**src/rtl/core/mlps_pkg.sv**
```systemverilog
// Package for the two-layer perceptron inference block.
// Types, constants and the PLAN sigmoid helper. No dependencies.
package mlps_pkg;
    localparam int MAX_INPUTS_D  = 16;
    localparam int MAX_HIDDEN_D  = 16;
    localparam int MAX_OUTPUTS_D = 16;
    localparam int VALUE_WIDTH_D = 16;
    localparam int CFG_W         = 5;
    localparam int ACC_W         = 48;
    localparam int QUEUE_DEPTH   = 4;

    localparam logic [1:0] REG_INPUT_COUNT  = 2'd0;
    localparam logic [1:0] REG_HIDDEN_COUNT = 2'd1;
    localparam logic [1:0] REG_OUTPUT_COUNT = 2'd2;

    localparam logic REQ_WEIGHT = 1'b0;
    localparam logic REQ_SAMPLE = 1'b1;

    typedef struct packed {
        logic        req_type;
        logic        weight_layer;
        logic [4:0]  weight_row;
        logic [3:0]  weight_col;
        logic signed [15:0] weight_value;
        logic signed [15:0] sample_value;
        logic        sample_last;
    } t_in_item;

    typedef struct packed {
        logic [8:0] output_value;
        logic [3:0] output_index;
        logic       output_last;
    } t_out_item;

    // Item handed from front to back: a weight write or a sample element.
    typedef struct packed {
        logic        is_sample;
        logic        layer;
        logic [4:0]  row;
        logic [3:0]  col;
        logic signed [15:0] value;
        logic        last;
    } t_cmd;

    // PLAN sigmoid on a signed Q8.8 value, result 0..256.
    function automatic logic [8:0] plan_sigmoid(input logic signed [31:0] x);
        logic [31:0] a;
        logic [8:0]  y;
        a = x[31] ? 32'(-x) : 32'(x);
        if (a >= 32'd1280)     y = 9'd256;
        else if (a >= 32'd608) y = 9'(a[10:5]) + 9'd216;
        else if (a >= 32'd256) y = 9'(a[9:3]) + 9'd160;
        else                   y = 9'(a[7:2]) + 9'd128;
        return x[31] ? 9'(9'd256 - y) : y;
    endfunction
endpackage

```
**src/rtl/core/mlps_front.sv**
```systemverilog
// Front end: accepts items, classifies them and queues commands for the back end.
// Depends on mlps_pkg.
module mlps_front #(
    parameter int DEPTH = 4
) (
    input  logic               i_clk,
    input  logic               i_rst_n,
    input  logic               i_start,
    input  mlps_pkg::t_in_item i_item,
    output logic               o_full,
    input  logic               i_pop,
    output logic               o_valid,
    output mlps_pkg::t_cmd     o_cmd
);
    import mlps_pkg::*;
    localparam int AW = (DEPTH > 1) ? $clog2(DEPTH) : 1;

    t_cmd           r_mem [DEPTH];
    logic [AW-1:0]  r_wr, r_rd;
    logic [AW:0]    r_cnt;
    logic           push;
    t_cmd           cmd;

    assign o_full  = (r_cnt == (AW+1)'(DEPTH));
    assign o_valid = (r_cnt != '0);
    assign push    = i_start && !o_full;
    assign o_cmd   = r_mem[r_rd];

    always_comb begin
        cmd.is_sample = (i_item.req_type == REQ_SAMPLE);
        cmd.layer     = i_item.weight_layer;
        cmd.row       = i_item.weight_row;
        cmd.col       = i_item.weight_col;
        cmd.value     = cmd.is_sample ? i_item.sample_value : i_item.weight_value;
        cmd.last      = i_item.sample_last;
    end

    always_ff @(posedge i_clk) begin
        if (push) r_mem[r_wr] <= cmd;
    end

    always_ff @(posedge i_clk) begin
        if (!i_rst_n) begin
            r_wr <= '0; r_rd <= '0; r_cnt <= '0;
        end else begin
            if (push)  r_wr <= (r_wr == AW'(DEPTH-1)) ? '0 : r_wr + 1'b1;
            if (i_pop) r_rd <= (r_rd == AW'(DEPTH-1)) ? '0 : r_rd + 1'b1;
            r_cnt <= r_cnt + (AW+1)'(push) - (AW+1)'(i_pop);
        end
    end
endmodule

```
**config.mk**
```make
export PLATFORM = sky130hd
export DESIGN_NAME = mlps_front
export DESIGN_NICKNAME = d
export VERILOG_FILES = /design/src/rtl/core/mlps_pkg.sv /design/src/rtl/core/mlps_front.sv
export SDC_FILE = /design/constraint.sdc
export NUM_CORES = 1
export LEC_CHECK = 0
export CORE_MARGIN = 4
export CORE_UTILIZATION = 30
export CTS_CLUSTER_DIAMETER = 30
export DETAILED_ROUTE_END_ITERATION = 8
export DONT_BUFFER_PORTS = 1
export HOLD_SLACK_MARGIN = 0.03
export SLEW_MARGIN = 20
export SYNTH_ARGS = -nofsm -noshare
export SYNTH_HDL_FRONTEND = slang
export SYNTH_SLANG_ARGS = --single-unit
```
**constraint.sdc**
```tcl
create_clock -name i_clk -period 5.6 [get_ports i_clk]
set_input_delay 0.84 -clock i_clk [delete_from_list [all_inputs] [get_ports i_clk]]
set_output_delay 0.84 -clock i_clk [all_outputs]
set_load 0.01 [all_outputs]
```
==> summary.md <==
| Metric | Value |
|---|---|
| Number of global-route vias before repair | 2144 |
| Sum of negative setup slack | 0 ns |
| Max-cap violations | 0 |
| Top cell type by total area after synthesis | sky130_fd_sc_hd__edfxtp_1 |
| Slew Limit Fails | 0 |
| Worst clock skew on the final layout | roughly 0.014 ns |
| Vias after detailed routing | 1982 |
| Cell at the slowest stage of the critical path | sky130_fd_sc_hd__dfxtp_4 |
| Max H-tree Level | 4 |
| Required time at the endpoint of the critical path | 4.76 ns |
| Number of placement rows | 45 |
| Total Die Area | 17900 um^2 |
| Final critical-path share of the clock period | 48.4% |
| Chip width | around 130 um |
| Normalized max-slew margin | 42.7% |
| Flip-flop and latch count after synthesis | ~120 |
| Final antenna diode count | 0 |
| HPWL after detailed placement | 4.81 mm |
| Fraction of layout cells with a size suffix above 1 | 29.9% |
| First-pass GRT wire length | 12.5 mm |
| Setup Fix Bufs, Post-CTS | 0 |
| Wire per inst | around 19 um |
| Area added between synthesis and finish | 15.3% |
| Arr. time, crit path | approximately 1.9 ns |
| Clock transition at the registers of the reported paths | 0.05 ns |
| Number of detailed-route iterations in the first pass | 4 |
| Share of synthesized flip-flops with an asynchronous set or reset | 0% |
| Type of the most critical hold path | flop to flop |
| Number of enable flip-flop cells after synthesis | 112 |
| Ordered cell list for the critical path | mux4_1 |
| Overall track demand over capacity in global routing | approximately a tenth |
| Most used DFF post-synth | sky130_fd_sc_hd__edfxtp_1 |
| Leak pwr | between 1.5 and 2 nW |
| Maximum clock rate | 0.369 GHz |
| Clock tree from TritonCTS | built |
| Post-route minimum period | between 2 and 3 ns |
| Remaining DRCs | 0 |
| Clock latency reported for the late side of the worst-skew pair | 0.41 ns |
| Area of the core | 15400 um^2 |
| Total power per unit cell area | approximately 430 nW/um^2 |
| Critical Path End Type | output port |
| Count of buffer and inverter cells on the critical path | 0 |
| CTS Root Cell | sky130_fd_sc_hd__clkbuf_16 |
| Global route total overflow | 0 |
| Number of nets at the end of the flow | 277 |
| Iteration-0 DRC count of the detailed router | 78 |
| Antenna violations before repair | 0 |
| Post-synthesis cell area | 4760 um^2 |
| Result of the run | finished clean |
| VDD IR max | 0.223 mV |
| IO Pins | between 70 and 80 |
| Share of Yosys cell area claimed by the top area cell type | between 70% and 80% |
| Worst Setup Path Type | flop to output port |
| Count of buffers inserted at the top-level ports | 0 |
| Post_cts resized | 0 |
| Final hold viol count | 0 |
| Count of nets left with antenna violations after detail routing | 0 |
| Pin count of the biggest net entering global routing | 29 |
| Category of the worst setup path launch point | flop |
| Sinks on the clock net | 121 |
| Vias/cell | between 4 and 5 |
| Initial cell density of the core | 31.0% |
| Slowest stage delay, CP | 0.74 ns |
| Die Height | 134 um |
| Least-Margin Pin Slew | 0.859 ns |
| Number of instances in the synthesized netlist | 212 |
| Total nets after synthesis | 268 |
| Global placer's final weighted congestion | 0.632 |
| RSZ-0062 raised after global routing | no |
| Register area share after synthesis | roughly 74% |
| Distinct cells, synth | 22 |
| Clock Path Buffers | 2 |
| Hold-fix buffers, CTS | 0 |
| Worst hold slack after final layout | 0.493 ns |
| Cell types occupying the most area after synthesis | sky130_fd_sc_hd__edfxtp_1 71%, sky130_fd_sc_hd__mux4_2 9.5%, sky130_fd_sc_hd__mux4_1 4.4% |
| Final Routed Wirelength | ~8.4 mm |
| Num CTS Buffers | 17 |
| Number of setup violations in the final report | 0 |
| Per-instance average area after synthesis | ~22 um^2 |
| Max Fanout on Critical Path | 28 |
| Yosys Warn Count | 0 |
| Family of cells with the greatest summed delay on the critical path | flip-flops |
## where the power goes
part,switching (mW),total (mW),internal [mW]
clock network,0.368,0.971,0.603
registers,0.0423,1.14,1.10
logic,0.138,0.238,0.100
total,0.548,2.35,1.80
## cells in the mapped netlist (3+ instances only)
cell type                  number
sky130_fd_sc_hd__edfxtp_1     112
sky130_fd_sc_hd__mux4_2        20
sky130_fd_sc_hd__mux2_2        16
sky130_fd_sc_hd__dfxtp_1        9
sky130_fd_sc_hd__mux4_1         8
sky130_fd_sc_hd__ha_1           7
sky130_fd_sc_hd__and2_1         6
sky130_fd_sc_hd__buf_2          6
sky130_fd_sc_hd__inv_1          5
sky130_fd_sc_hd__nand2_1        4
sky130_fd_sc_hd__nor2b_1        4
sky130_fd_sc_hd__mux2i_1        3
## worst paths after layout
path         startpoint        end  slack, ns  cells after the start
max                flop  o_cmd[25]       2.89                      1
min             r_wr[1]    r_wr[1]       0.49                      2
max reg2reg    r_cnt[1]   r_cnt[2]       3.19                     11
min reg2reg     r_wr[1]    r_wr[1]       0.49                      2
## per-layer routing
| layer | global-route usage (%) | up-vias | part of all wire, % | wire [um] |
|---|---|---|---|---|
| li1 | - | 893 | - | - |
| met1 | 11.1 | 1011 | 43 | 3610 |
| met2 | 15.5 | 67 | 48 | 4060 |
| met3 | 5.06 | 11 | 6.9 | 580 |
| met4 | 5.14 | 0 | 1.9 | 156 |
| met5 | 0 | - | 0 | 0 |
## final cells by class
type,count,area [um^2]
sequential,121,3550
clock inverter,13,105
inverter,5,18.8
clock buffer,19,433
fill,1427,9890
tap,211,264
multi-input combinational,76,1120
## through the flow
step / total power, mW / cell area (um^2) / worst slack [ns] / utilization, % / std cells
after floorplan: 1.35 / 4760 / 3.12 / - / 212
after global placement: 1.40 / 4940 / 2.93 / 32.2 / 413
after detailed placement: 1.41 / 4940 / 2.85 / 32.2 / 413
after CTS: 2.40 / 5480 / 2.47 / 35.7 / 445
after global routing: 2.46 / 5490 / 2.75 / 35.7 / 445
final: 2.35 / 5490 / 2.89 / 35.7 / 445
## layout by cell type, fill, tap and decap left out, types with 3 or more instances in the layout
| cell type | count |
|---|---|
| sky130_fd_sc_hd__nand2_1 | 4 |
| sky130_fd_sc_hd__mux2_2 | 16 |
| sky130_fd_sc_hd__mux4_2 | 20 |
| sky130_fd_sc_hd__nor2b_1 | 4 |
| sky130_fd_sc_hd__inv_1 | 5 |
| sky130_fd_sc_hd__clkinv_1 | 3 |
| sky130_fd_sc_hd__clkbuf_16 | 17 |
| sky130_fd_sc_hd__clkinv_2 | 3 |
| sky130_fd_sc_hd__edfxtp_1 | 112 |
| sky130_fd_sc_hd__ha_1 | 7 |
| sky130_fd_sc_hd__mux4_1 | 8 |
| sky130_fd_sc_hd__mux2i_1 | 3 |
| sky130_fd_sc_hd__and2_2 | 4 |
| sky130_fd_sc_hd__dfxtp_1 | 7 |
| sky130_fd_sc_hd__clkinvlp_4 | 3 |
## registers in the layout, summed over array words and instances (netlist names), named ones only
| name | cells |
|---|---|
| r_cnt | 3 |
| r_rd | 2 |
| r_wr | 2 |
| r_mem | 112 |
## cell families (layout without fill, tap and decap cells)
family,count (synthesis),after routing,share of synthesized area [%]
AO/OA/AOI/OAI,1,1,0.158
XOR/XNOR,2,2,0.368
adder cells (fa/ha/maj),8,8,2.26
buffers and inverters,15,37,2.18
flip-flops,121,121,74.5
multiplexers,47,47,18.3
AND/OR/NAND/NOR,18,18,2.26
(Power assumes the default switching activity.)
